[src/rdv_pkg.sv]
package rdv_pkg;

    localparam int CHANGE_W   = 25;
    localparam int VOL_W      = 28;
    localparam int NW         = 7;
    localparam int DEN_W      = 2 * NW;
    localparam int VAR_SHIFT  = 2 * (CHANGE_W - 1);
    localparam int SCALE_BITS = 8;
    localparam int QUO_W      = VAR_SHIFT + SCALE_BITS;
    localparam int ROOT_W     = QUO_W / 2;
    localparam int OUT_DATA_W = ((CHANGE_W + VOL_W + 7) / 8) * 8;

    localparam int DEFAULT_WINDOW = 30;
    localparam int MIN_WINDOW     = 2;

    // register select, paddr[2]
    localparam logic REG_WINDOW_LENGTH = 1'b0;

endpackage

[src/rdv_ram.sv]
module rdv_ram
#(
    parameter int WIDTH = 25,
    parameter int DEPTH = 64
)
(
    input  logic                            clk,
    input  logic                            we,
    input  logic [$clog2(DEPTH)-1:0]        waddr,
    input  logic [WIDTH-1:0]                wdata,
    input  logic [$clog2(DEPTH)-1:0]        raddr,
    output logic [WIDTH-1:0]                rdata
);

    logic [WIDTH-1:0] mem_reg [DEPTH];
    logic [WIDTH-1:0] rdata_reg;

    always_ff @(posedge clk)
    begin
        if (we)
        begin
            mem_reg[waddr] <= wdata;
        end
        rdata_reg <= mem_reg[raddr];
    end

    assign rdata = rdata_reg;

endmodule

[src/rdv_smul.sv]
module rdv_smul
#(
    parameter int A_W = 25,
    parameter int B_W = 25
)
(
    input  logic                 clk,
    input  logic                 rst_n,
    input  logic                 start,
    input  logic [A_W-1:0]       a,
    input  logic [B_W-1:0]       b,
    output logic                 busy,
    output logic [A_W+B_W-1:0]   p
);

    localparam int CNT_W = $clog2(B_W + 1);

    logic [A_W-1:0]     a_reg;
    logic [A_W+B_W-1:0] p_reg;
    logic [CNT_W-1:0]   cnt_reg;
    logic               busy_reg;
    logic [A_W:0]       acc_next;

    // shift-add, one multiplier bit per cycle
    assign acc_next = {1'b0, p_reg[A_W+B_W-1:B_W]} + (p_reg[0] ? {1'b0, a_reg} : '0);

    always_ff @(posedge clk or negedge rst_n)
    begin
        if (!rst_n)
        begin
            busy_reg <= 1'b0;
            cnt_reg  <= '0;
        end
        else if (start)
        begin
            busy_reg <= 1'b1;
            cnt_reg  <= CNT_W'(B_W);
        end
        else if (busy_reg)
        begin
            cnt_reg <= cnt_reg - 1'b1;
            if (cnt_reg == CNT_W'(1))
            begin
                busy_reg <= 1'b0;
            end
        end
    end

    always_ff @(posedge clk)
    begin
        if (start)
        begin
            a_reg <= a;
            p_reg <= {{A_W{1'b0}}, b};
        end
        else if (busy_reg)
        begin
            p_reg <= {acc_next, p_reg[B_W-1:1]};
        end
    end

    assign busy = busy_reg;
    assign p    = p_reg;

endmodule

[src/rdv_div.sv]
module rdv_div
    import rdv_pkg::*;
(
    input  logic               clk,
    input  logic               rst_n,
    input  logic               start,
    input  logic [DEN_W-1:0]   high,
    input  logic [QUO_W-1:0]   low,
    input  logic [DEN_W-1:0]   den,
    output logic               busy,
    output logic [QUO_W-1:0]   quo
);

    localparam int CNT_W = $clog2(QUO_W + 1);

    logic [DEN_W-1:0] rem_reg;
    logic [QUO_W-1:0] q_reg;
    logic [DEN_W-1:0] den_reg;
    logic [CNT_W-1:0] cnt_reg;
    logic             busy_reg;
    logic [DEN_W:0]   trial;
    logic [DEN_W:0]   diff;
    logic             take;

    // restoring division; high part is below den so the quotient fits QUO_W
    assign trial = {rem_reg, q_reg[QUO_W-1]};
    assign diff  = trial - {1'b0, den_reg};
    assign take  = (trial >= {1'b0, den_reg});

    always_ff @(posedge clk or negedge rst_n)
    begin
        if (!rst_n)
        begin
            busy_reg <= 1'b0;
            cnt_reg  <= '0;
        end
        else if (start)
        begin
            busy_reg <= 1'b1;
            cnt_reg  <= CNT_W'(QUO_W);
        end
        else if (busy_reg)
        begin
            cnt_reg <= cnt_reg - 1'b1;
            if (cnt_reg == CNT_W'(1))
            begin
                busy_reg <= 1'b0;
            end
        end
    end

    always_ff @(posedge clk)
    begin
        if (start)
        begin
            rem_reg <= high;
            q_reg   <= low;
            den_reg <= den;
        end
        else if (busy_reg)
        begin
            rem_reg <= take ? diff[DEN_W-1:0] : trial[DEN_W-1:0];
            q_reg   <= {q_reg[QUO_W-2:0], take};
        end
    end

    assign busy = busy_reg;
    assign quo  = q_reg;

endmodule

[src/rdv_sqrt.sv]
module rdv_sqrt
    import rdv_pkg::*;
(
    input  logic                clk,
    input  logic                rst_n,
    input  logic                start,
    input  logic [QUO_W-1:0]    value,
    output logic                busy,
    output logic [ROOT_W-1:0]   root
);

    localparam int CNT_W = $clog2(ROOT_W + 1);

    logic [QUO_W-1:0]  v_reg;
    logic [ROOT_W:0]   rem_reg;
    logic [ROOT_W-1:0] root_reg;
    logic [CNT_W-1:0]  cnt_reg;
    logic              busy_reg;
    logic [ROOT_W+2:0] rem_sh;
    logic [ROOT_W+2:0] trial;
    logic [ROOT_W+2:0] diff;
    logic              take;

    // two radicand bits per cycle
    assign rem_sh = {rem_reg, v_reg[QUO_W-1:QUO_W-2]};
    assign trial  = {1'b0, root_reg, 2'b01};
    assign diff   = rem_sh - trial;
    assign take   = (rem_sh >= trial);

    always_ff @(posedge clk or negedge rst_n)
    begin
        if (!rst_n)
        begin
            busy_reg <= 1'b0;
            cnt_reg  <= '0;
        end
        else if (start)
        begin
            busy_reg <= 1'b1;
            cnt_reg  <= CNT_W'(ROOT_W);
        end
        else if (busy_reg)
        begin
            cnt_reg <= cnt_reg - 1'b1;
            if (cnt_reg == CNT_W'(1))
            begin
                busy_reg <= 1'b0;
            end
        end
    end

    always_ff @(posedge clk)
    begin
        if (start)
        begin
            v_reg    <= value;
            rem_reg  <= '0;
            root_reg <= '0;
        end
        else if (busy_reg)
        begin
            v_reg    <= {v_reg[QUO_W-3:0], 2'b00};
            rem_reg  <= take ? diff[ROOT_W:0] : rem_sh[ROOT_W:0];
            root_reg <= {root_reg[ROOT_W-2:0], take};
        end
    end

    assign busy = busy_reg;
    assign root = root_reg;

endmodule

[src/rolling_difference_volatility_top.sv]
// Sliding-window volatility of price changes. Each request on the slave side carries one
// price; the block returns one request per price with the change from the previous price,
// and, once window_length changes are held, the population standard deviation of the window
// in ticks with 4 fraction bits (volatility_valid in m_tuser). One price is worked on at a
// time. The first price after reset or a config write only sets the previous price; for
// every later one the bit-serial units run: the squares of the new and the dropped change
// and of the window sum, then, once the window is full, the multiply by N, the restoring
// divide by N*N and the square root, in turn. The result sits in an output register, so
// the next price is taken while it waits. A write to window_length (its low 7 bits clamp to
// 2..MAX_WINDOW, at most 127) clears the window and the previous price; write it only while
// idle.
module rolling_difference_volatility_top
    import rdv_pkg::*;
#(
    parameter  int MAX_WINDOW = 64,
    parameter  int PRICE_BITS = 24,
    localparam int S_DATA_W   = ((PRICE_BITS + 7) / 8) * 8
)
(
    input  logic                    clk,
    input  logic                    rst_n,

    input  logic                    psel,
    input  logic                    penable,
    input  logic                    pwrite,
    input  logic [2:0]              paddr,
    input  logic [31:0]             pwdata,
    output logic [31:0]             prdata,
    output logic                    pready,

    input  logic                    s_tvalid,
    output logic                    s_tready,
    input  logic [S_DATA_W-1:0]     s_tdata,    // price

    output logic                    m_tvalid,
    input  logic                    m_tready,
    output logic [OUT_DATA_W-1:0]   m_tdata,    // price_change, volatility
    output logic                    m_tuser     // volatility_valid
);

    localparam int NMAX  = (MAX_WINDOW > 127) ? 127 : MAX_WINDOW;
    localparam int AW    = (MAX_WINDOW > 1) ? $clog2(MAX_WINDOW) : 1;
    localparam int CW    = (AW + 1 > NW) ? AW + 1 : NW;
    localparam int LOG_N = $clog2(NMAX);
    localparam int SUM_W = CHANGE_W + LOG_N;
    localparam int SQ_W  = 2 * CHANGE_W - 1 + LOG_N;
    localparam int A_W   = SQ_W + NW;
    localparam int B_W   = 2 * SUM_W;
    localparam int NUM_W = (A_W > B_W) ? A_W : B_W;
    localparam int DW    = (PRICE_BITS + 1 > CHANGE_W) ? PRICE_BITS + 1 : CHANGE_W;
    localparam int RST_N = (DEFAULT_WINDOW > NMAX) ? NMAX : DEFAULT_WINDOW;

    localparam logic [NW-1:0]        NMAX_N  = NW'(NMAX);
    localparam logic [NW-1:0]        NMIN_N  = NW'(MIN_WINDOW);
    localparam logic signed [DW-1:0] CH_HI   = DW'(2 ** (CHANGE_W - 1) - 1);
    localparam logic signed [DW-1:0] CH_LO   = ~CH_HI;

    typedef enum logic [3:0] {
        ST_IDLE,
        ST_READ,
        ST_SUMSQ,
        ST_MUL,
        ST_SCALE,
        ST_NMUL,
        ST_DIV,
        ST_ROOT,
        ST_DONE
    } state_t;

    state_t                     state_reg;
    logic [NW-1:0]              wl_reg;
    logic [PRICE_BITS-1:0]      prev_reg;
    logic                       have_prev_reg;
    logic [AW-1:0]              pos_reg;
    logic [NW-1:0]              filled_reg;
    logic signed [SUM_W-1:0]    sum_reg;
    logic [SQ_W-1:0]            sumsq_reg;
    logic signed [CHANGE_W-1:0] change_reg;
    logic                       full_reg;

    logic                       mt_valid_reg;
    logic [CHANGE_W-1:0]        out_change_reg;
    logic [VOL_W-1:0]           out_vol_reg;
    logic                       out_vv_reg;

    logic                       accept;
    logic                       cfg_we;
    logic                       out_load;
    logic [NW-1:0]              wl_next;
    logic [PRICE_BITS-1:0]      price;
    logic signed [DW-1:0]       diff;
    logic signed [CHANGE_W-1:0] change_next;
    logic [CHANGE_W-1:0]        ram_rdata;
    logic                       full_before;
    logic signed [CHANGE_W-1:0] old_val;
    logic [CHANGE_W-1:0]        abs_c;
    logic [CHANGE_W-1:0]        abs_old;
    logic [SUM_W-1:0]           abs_sum;
    logic signed [SUM_W-1:0]    sum_next;
    logic [SQ_W-1:0]            sumsq_next;
    logic [CW-1:0]              pos_inc;
    logic [AW-1:0]              pos_next;
    logic [NW-1:0]              filled_inc;
    logic [DEN_W-1:0]           nn;
    logic [NUM_W-1:0]           a_ext;
    logic [NUM_W-1:0]           b_ext;
    logic [NUM_W-1:0]           num;
    logic [NUM_W-1:0]           num_high;

    logic                       sq_start;
    logic                       ssq_start;
    logic                       nmul_start;
    logic                       div_start;
    logic                       root_start;
    logic                       sq_busy;
    logic                       osq_busy;
    logic                       ssq_busy;
    logic                       nmul_busy;
    logic                       div_busy;
    logic                       root_busy;
    logic [2*CHANGE_W-1:0]      sq_p;
    logic [2*CHANGE_W-1:0]      osq_p;
    logic [B_W-1:0]             ssq_p;
    logic [A_W-1:0]             nmul_p;
    logic [QUO_W-1:0]           quo;
    logic [ROOT_W-1:0]          root;

    // config port
    assign pready = 1'b1;
    assign cfg_we = psel && penable && pwrite && (paddr[2] == REG_WINDOW_LENGTH);
    assign prdata = (paddr[2] == REG_WINDOW_LENGTH) ? 32'(wl_reg) : '0;

    always_comb
    begin
        wl_next = pwdata[NW-1:0];
        if (wl_next < NMIN_N)
        begin
            wl_next = NMIN_N;
        end
        else if (wl_next > NMAX_N)
        begin
            wl_next = NMAX_N;
        end
    end

    // price change, saturated
    assign accept = s_tvalid && s_tready;
    assign price  = s_tdata[PRICE_BITS-1:0];
    assign diff   = $signed(DW'(price)) - $signed(DW'(prev_reg));

    always_comb
    begin
        if (diff > CH_HI)
        begin
            change_next = CH_HI[CHANGE_W-1:0];
        end
        else if (diff < CH_LO)
        begin
            change_next = CH_LO[CHANGE_W-1:0];
        end
        else
        begin
            change_next = diff[CHANGE_W-1:0];
        end
    end

    rdv_ram #(
        .WIDTH (CHANGE_W),
        .DEPTH (MAX_WINDOW)
    ) u_ring (
        .clk   (clk),
        .we    (accept && have_prev_reg),
        .waddr (pos_reg),
        .wdata (change_next),
        .raddr (pos_reg),
        .rdata (ram_rdata)
    );

    // window update
    assign full_before = (filled_reg >= wl_reg);
    assign old_val     = full_before ? $signed(ram_rdata) : '0;
    assign abs_c       = change_reg[CHANGE_W-1] ? $unsigned(-change_reg) : $unsigned(change_reg);
    assign abs_old     = old_val[CHANGE_W-1] ? $unsigned(-old_val) : $unsigned(old_val);
    assign abs_sum     = sum_reg[SUM_W-1] ? $unsigned(-sum_reg) : $unsigned(sum_reg);
    assign sum_next    = sum_reg + SUM_W'(change_reg) - SUM_W'(old_val);
    assign sumsq_next  = sumsq_reg + SQ_W'(sq_p) - SQ_W'(osq_p);
    assign pos_inc     = CW'(pos_reg) + 1'b1;
    assign pos_next    = (pos_inc >= CW'(wl_reg)) ? '0 : pos_inc[AW-1:0];
    assign filled_inc  = filled_reg + 1'b1;

    // variance numerator N*sumsq - sum^2, scaled by 256 in the divider
    assign nn       = DEN_W'(wl_reg) * DEN_W'(wl_reg);
    assign a_ext    = NUM_W'(nmul_p);
    assign b_ext    = NUM_W'(ssq_p);
    assign num      = (a_ext > b_ext) ? a_ext - b_ext : '0;
    assign num_high = num >> VAR_SHIFT;

    assign sq_start   = (state_reg == ST_READ);
    assign ssq_start  = (state_reg == ST_SUMSQ);
    assign nmul_start = (state_reg == ST_SCALE);
    assign div_start  = (state_reg == ST_NMUL) && !nmul_busy;
    assign root_start = (state_reg == ST_DIV) && !div_busy;

    rdv_smul #(.A_W (CHANGE_W), .B_W (CHANGE_W)) u_sq (
        .clk   (clk),
        .rst_n (rst_n),
        .start (sq_start),
        .a     (abs_c),
        .b     (abs_c),
        .busy  (sq_busy),
        .p     (sq_p)
    );

    rdv_smul #(.A_W (CHANGE_W), .B_W (CHANGE_W)) u_osq (
        .clk   (clk),
        .rst_n (rst_n),
        .start (sq_start),
        .a     (abs_old),
        .b     (abs_old),
        .busy  (osq_busy),
        .p     (osq_p)
    );

    rdv_smul #(.A_W (SUM_W), .B_W (SUM_W)) u_ssq (
        .clk   (clk),
        .rst_n (rst_n),
        .start (ssq_start),
        .a     (abs_sum),
        .b     (abs_sum),
        .busy  (ssq_busy),
        .p     (ssq_p)
    );

    rdv_smul #(.A_W (SQ_W), .B_W (NW)) u_nmul (
        .clk   (clk),
        .rst_n (rst_n),
        .start (nmul_start),
        .a     (sumsq_reg),
        .b     (wl_reg),
        .busy  (nmul_busy),
        .p     (nmul_p)
    );

    rdv_div u_div (
        .clk   (clk),
        .rst_n (rst_n),
        .start (div_start),
        .high  (DEN_W'(num_high)),
        .low   ({num[VAR_SHIFT-1:0], SCALE_BITS'(0)}),
        .den   (nn),
        .busy  (div_busy),
        .quo   (quo)
    );

    rdv_sqrt u_sqrt (
        .clk   (clk),
        .rst_n (rst_n),
        .start (root_start),
        .value (quo),
        .busy  (root_busy),
        .root  (root)
    );

    assign out_load = (state_reg == ST_DONE) && !cfg_we && (!mt_valid_reg || m_tready);

    always_ff @(posedge clk or negedge rst_n)
    begin
        if (!rst_n)
        begin
            state_reg      <= ST_IDLE;
            wl_reg         <= NW'(RST_N);
            prev_reg       <= '0;
            have_prev_reg  <= 1'b0;
            pos_reg        <= '0;
            filled_reg     <= '0;
            sum_reg        <= '0;
            sumsq_reg      <= '0;
            change_reg     <= '0;
            full_reg       <= 1'b0;
            mt_valid_reg   <= 1'b0;
            out_change_reg <= '0;
            out_vol_reg    <= '0;
            out_vv_reg     <= 1'b0;
        end
        else
        begin
            if (mt_valid_reg && m_tready && !out_load)
            begin
                mt_valid_reg <= 1'b0;
            end

            if (cfg_we)
            begin
                wl_reg        <= wl_next;
                prev_reg      <= '0;
                have_prev_reg <= 1'b0;
                pos_reg       <= '0;
                filled_reg    <= '0;
                sum_reg       <= '0;
                sumsq_reg     <= '0;
            end
            else
            begin
                case (state_reg)
                    ST_IDLE:
                    begin
                        if (accept)
                        begin
                            prev_reg      <= price;
                            have_prev_reg <= 1'b1;
                            change_reg    <= have_prev_reg ? change_next : '0;
                            full_reg      <= 1'b0;
                            state_reg     <= have_prev_reg ? ST_READ : ST_DONE;
                        end
                    end
                    ST_READ:
                    begin
                        sum_reg  <= sum_next;
                        pos_reg  <= pos_next;
                        full_reg <= full_before || (filled_inc >= wl_reg);
                        if (!full_before)
                        begin
                            filled_reg <= filled_inc;
                        end
                        state_reg <= ST_SUMSQ;
                    end
                    ST_SUMSQ:
                    begin
                        state_reg <= ST_MUL;
                    end
                    ST_MUL:
                    begin
                        if (!sq_busy && !osq_busy && !ssq_busy)
                        begin
                            sumsq_reg <= sumsq_next;
                            state_reg <= full_reg ? ST_SCALE : ST_DONE;
                        end
                    end
                    ST_SCALE:
                    begin
                        state_reg <= ST_NMUL;
                    end
                    ST_NMUL:
                    begin
                        if (!nmul_busy)
                        begin
                            state_reg <= ST_DIV;
                        end
                    end
                    ST_DIV:
                    begin
                        if (!div_busy)
                        begin
                            state_reg <= ST_ROOT;
                        end
                    end
                    ST_ROOT:
                    begin
                        if (!root_busy)
                        begin
                            state_reg <= ST_DONE;
                        end
                    end
                    ST_DONE:
                    begin
                        if (out_load)
                        begin
                            mt_valid_reg   <= 1'b1;
                            out_change_reg <= change_reg;
                            out_vol_reg    <= full_reg ? VOL_W'(root) : '0;
                            out_vv_reg     <= full_reg;
                            state_reg      <= ST_IDLE;
                        end
                    end
                    default:
                    begin
                        state_reg <= ST_IDLE;
                    end
                endcase
            end
        end
    end

    assign s_tready = (state_reg == ST_IDLE) && !cfg_we;
    assign m_tvalid = mt_valid_reg;
    assign m_tdata  = OUT_DATA_W'({out_vol_reg, out_change_reg});
    assign m_tuser  = out_vv_reg;

    a_idle_units: assert property (@(posedge clk) disable iff (!rst_n)
        s_tready |-> !(sq_busy || osq_busy || ssq_busy || nmul_busy || div_busy || root_busy))
        else $error("request taken while an arithmetic unit is busy");

    a_pos_range: assert property (@(posedge clk) disable iff (!rst_n)
        CW'(pos_reg) < CW'(wl_reg))
        else $error("ring position beyond window length");

    a_fill_range: assert property (@(posedge clk) disable iff (!rst_n)
        filled_reg <= wl_reg)
        else $error("fill count beyond window length");

    a_full_done: assert property (@(posedge clk) disable iff (!rst_n)
        (state_reg == ST_DONE && full_reg) |-> (filled_reg == wl_reg))
        else $error("volatility reported on a window that is not full");

endmodule
[config.mk]
export PLATFORM = sky130hd
export DESIGN_NAME = rolling_difference_volatility_top
export DESIGN_NICKNAME = d
export VERILOG_FILES = /design/src/rdv_pkg.sv /design/src/rdv_ram.sv /design/src/rdv_smul.sv /design/src/rdv_div.sv /design/src/rdv_sqrt.sv /design/src/rolling_difference_volatility_top.sv
export SDC_FILE = /design/constraint.sdc
export NUM_CORES = 2
export LEC_CHECK = 0
export BUFFER_PORTS_ARGS = -buffer_cell sky130_fd_sc_hd__buf_2
export CAP_MARGIN = 20
export CORE_MARGIN = 2
export CORE_UTILIZATION = 58
export DETAILED_ROUTE_END_ITERATION = 12
export GPL_ROUTABILITY_DRIVEN = 0
export PLACE_DENSITY_LB_ADDON = 0.05
export SLEW_MARGIN = 20
export SYNTH_ARGS = -nofsm -noshare
export SYNTH_HDL_FRONTEND = slang
export SYNTH_HIERARCHICAL = 1
export SYNTH_SLANG_ARGS = --single-unit
export TNS_END_PERCENT = 100
[constraint.sdc]
create_clock -name clk -period 6.2 [get_ports clk]
set_input_delay 1.24 -clock clk [delete_from_list [all_inputs] [get_ports clk]]
set_output_delay 1.24 -clock clk [all_outputs]
set_load 0.03 [all_outputs]
==> metrics.csv <==
metric;value;unit
status;completed;
hpwl;215100;um
root_buffer;clkbuf_16;
crit_path_max_fanout;20;
initial_core_util;58.40;%
initialDrtViolationCount;7630;
period_share;95.34;%
wire_per_inst;26.23;um
required;6.96;ns
clkSinkCount;2433;
power.switching;31.99;mW
reg2reg_slack;0.29;ns
p_leak;48.68;nW
io_pins;158;
slowest_delay;0.49;ns
die_w;458.3;um
peakVddDrop;0.8416;mV
relSlewSlack;17.03;%
cp-start-kind;flop;
fin_util;64.43;%
synth_edf_count;1964;
place_worst_setup_slack;0.05173;ns
ctsHoldBuffers;0;
fin_worst_skew;0.09017;ns
synth_area_leaders;edfxtp_1, mux4_2, dfrtp_1;
cp_top_family;compound AO/OA/AOI/OAI gates;
worst_pin_slew;1.225;ns
slew_viol_final;0;
crit_path_end_kind;flop;
num_vias;75599;
path_common_cell;a21o_1;
synth.top_cell.area_share;49.26;%
critical_path_arrival;6.67;ns
largest_reg_flops;1600;
syn2layout_area_growth;10.33;%
first_pass_iters;7;
synth-seq-area-share;58.16;%
drt_wl_total;317700;um
grt_pass1_wl;472900;um
cp_slowest_cell;fa_1;
coreArea;0.2050;mm2
die_h;458.3;um
synthFlopType;edfxtp_1;
port_buffers;101;
p_clk_share;20.0;%
die-area;0.2101;mm2
min_period;5.911;ns
synthArstFlopShare;10.32;%
netlist_area;0.1197;mm2
cts_setup_buffers;0;
hold_class;in2async;
r2r-start;filled_reg[0];
synth-seq-cells;2433;
clock_latency;0.93;ns
h-tree-depth;5;
clk_path_buf_depth;4;
crit_chain;inv_1, ha_1, nand2b_1, a21o_1, a21o_1, a21o_1, a21o_1, a21o_1, a21o_2, buf_4, and2_1, fa_1, inv_1, ha_1, a2111oi_0, a21oi_1, o21ai_1, a21oi_1, a41oi_1, a21oi_2, a311oi_2, o2bb2ai_1, o21ai_0, a41oi_1;
setup_viol;0;
setup_slack;0.2889;ns
intPower;46.56;mW
drive_gt1_share;16.05;%
pwr-share-seq;32.7;%
grt-ovfl-total;0;
r2r_cells;24;
vias_per_cell;6.242;
row_count;166;
fmax;0.1692;GHz
drc;0;
critPathLaunch;filled_reg[0];
grt_pass1_vias;74369;
cts_resized;0;
avgSynthCellArea;13.22;um2
cp.buffers_inverters;3;
pwr-share-comb;47.3;%
finish.net_count;9806;
cts_tree;done;
n_fill_cell;15157;
synthCells;9053;
path_clk_slew;0.07;ns
antenna_found_initial;9;
yosys_warnings;6;
grt_max_degree;165;
ys_types;130;
cap_viol_max_count;0;
antenna_left;0;
hold_viol;0;
critical_path_class;reg2reg;
swShare;40.73;%
cts_buffers;275;
p_per_area;594.7;mW/mm2
r2r-end;sum_reg[29];
grt_usage;30.10;%
yosysTopAreaCell;edfxtp_1;
path_depth;24;
[cell usage after synthesis, types with 121 or more instances]
cell	instances
edfxtp_1	1964
inv_1	609
nand2_1	570
nor2_1	537
a21oi_1	422
ha_1	414
o21ai_0	368
mux2_2	331
mux4_2	302
xnor2_1	254
dfrtp_1	247
mux2i_1	246
clkbuf_1	235
dfxtp_1	218
and2_1	182
a21o_1	160
xor2_1	140
nor3_1	121
[cells by family (layout without fill, tap and decap cells)]
family,count (synthesis),after routing,share of synthesized area (%)
flops,2433,2433,58.16
fa+ha+maj,516,516,6.032
xor+xnor,394,394,2.882
mux,887,887,11.03
simple gates,1952,1952,7.800
other cells,2,43,0.006273
buf+inv,1053,1383,3.956
compound gates,1816,1816,10.14
[layer usage]
metal / vias up / wire length, um / GRT usage [%]
met4: 0 / 16360 / 14.03
met2: 2648 / 154500 / 49.84
met3: 626 / 19590 / 3.939
met5: - / 0 / 0
li1: 34174 / - / -
met1: 38151 / 127200 / 39.73
[worst register-to-register path, cell delays in order (launching register included)]
cell	delay, ns
dfrtp_1	0.43
inv_1	0.06
ha_1	0.29
nand2b_1	0.14
a21o_1	0.17
a21o_1	0.17
a21o_1	0.17
a21o_1	0.17
a21o_1	0.22
a21o_2	0.37
buf_4	0.23
and2_1	0.16
fa_1	0.49
inv_1	0.05
ha_1	0.33
a2111oi_0	0.45
a21oi_1	0.07
o21ai_1	0.20
a21oi_1	0.20
a41oi_1	0.38
a21oi_2	0.15
a311oi_2	0.37
o2bb2ai_1	0.20
o21ai_0	0.13
a41oi_1	0.20
[cell usage in the layout, fill, tap and decap left out, types with 102 or more instances in the layout]
cell,n
a21oi_1,419
ha_1,414
dfrtp_1,240
edfxtp_1,1964
dfxtp_1,218
mux2_2,331
mux2i_1,246
xnor2_1,240
inv_1,604
buf_4,183
a21o_1,159
o21ai_0,368
nand3_1,120
fa_1,102
o22ai_1,102
nand2_1,567
nor2_1,473
clkbuf_16,285
and2_1,181
a211oi_1,102
mux4_2,302
nor3_1,114
xor2_1,134
[metrics by stage]
stage	instances	TNS, ns	hold slack [ns]	power [mW]	cell area [um2]
after global routing	12110	-0.01214	0.3064	82.97	132100
after detailed placement	11635	0	0.4368	62.73	123500
after CTS	12107	0	0.3261	78.58	132100
final	12112	0	0.2670	78.55	132100
after floorplan	9089	0	0.4249	51.49	119900
after global placement	11633	0	0.4461	62.04	123400
[power groups by stage]
stage / clock network, mW / registers (mW) / logic, mW
detailed placement: 0 / 26.0 / 36.8
global route: 16.6 / 25.9 / 40.5
floorplan: 0 / 25.4 / 26.1
CTS: 16.0 / 25.7 / 37.0
finish: 15.7 / 25.7 / 37.2
global placement: 0 / 25.9 / 36.1
[how the worst max path moves through the flow]
stage,slack [ns],to
after floorplan,0.04,u_nmul/p[58]
after detailed placement,0.05,sum_reg[29]
after global placement,0.07,sum_reg[29]
final,0.29,sum_reg[29]
after global routing,-0.01,sum_reg[29]
after CTS,0.03,sum_reg[29]
[layout make-up]
class                           count  area [um2]  area share [%]
Antenna cell                        5       12.51        0.009473
Sequential cell                  2433       69650           52.73
Multi-Input combinational cell   5603       45990           34.82
Timing Repair Buffer              299        2185           1.654
Clock buffer                      363        7545           5.712
Tap cell                         2688        3363           2.546
Clock inverter                    109        1041          0.7881
Inverter                          612        2303           1.744
(Power assumes the default switching activity.)
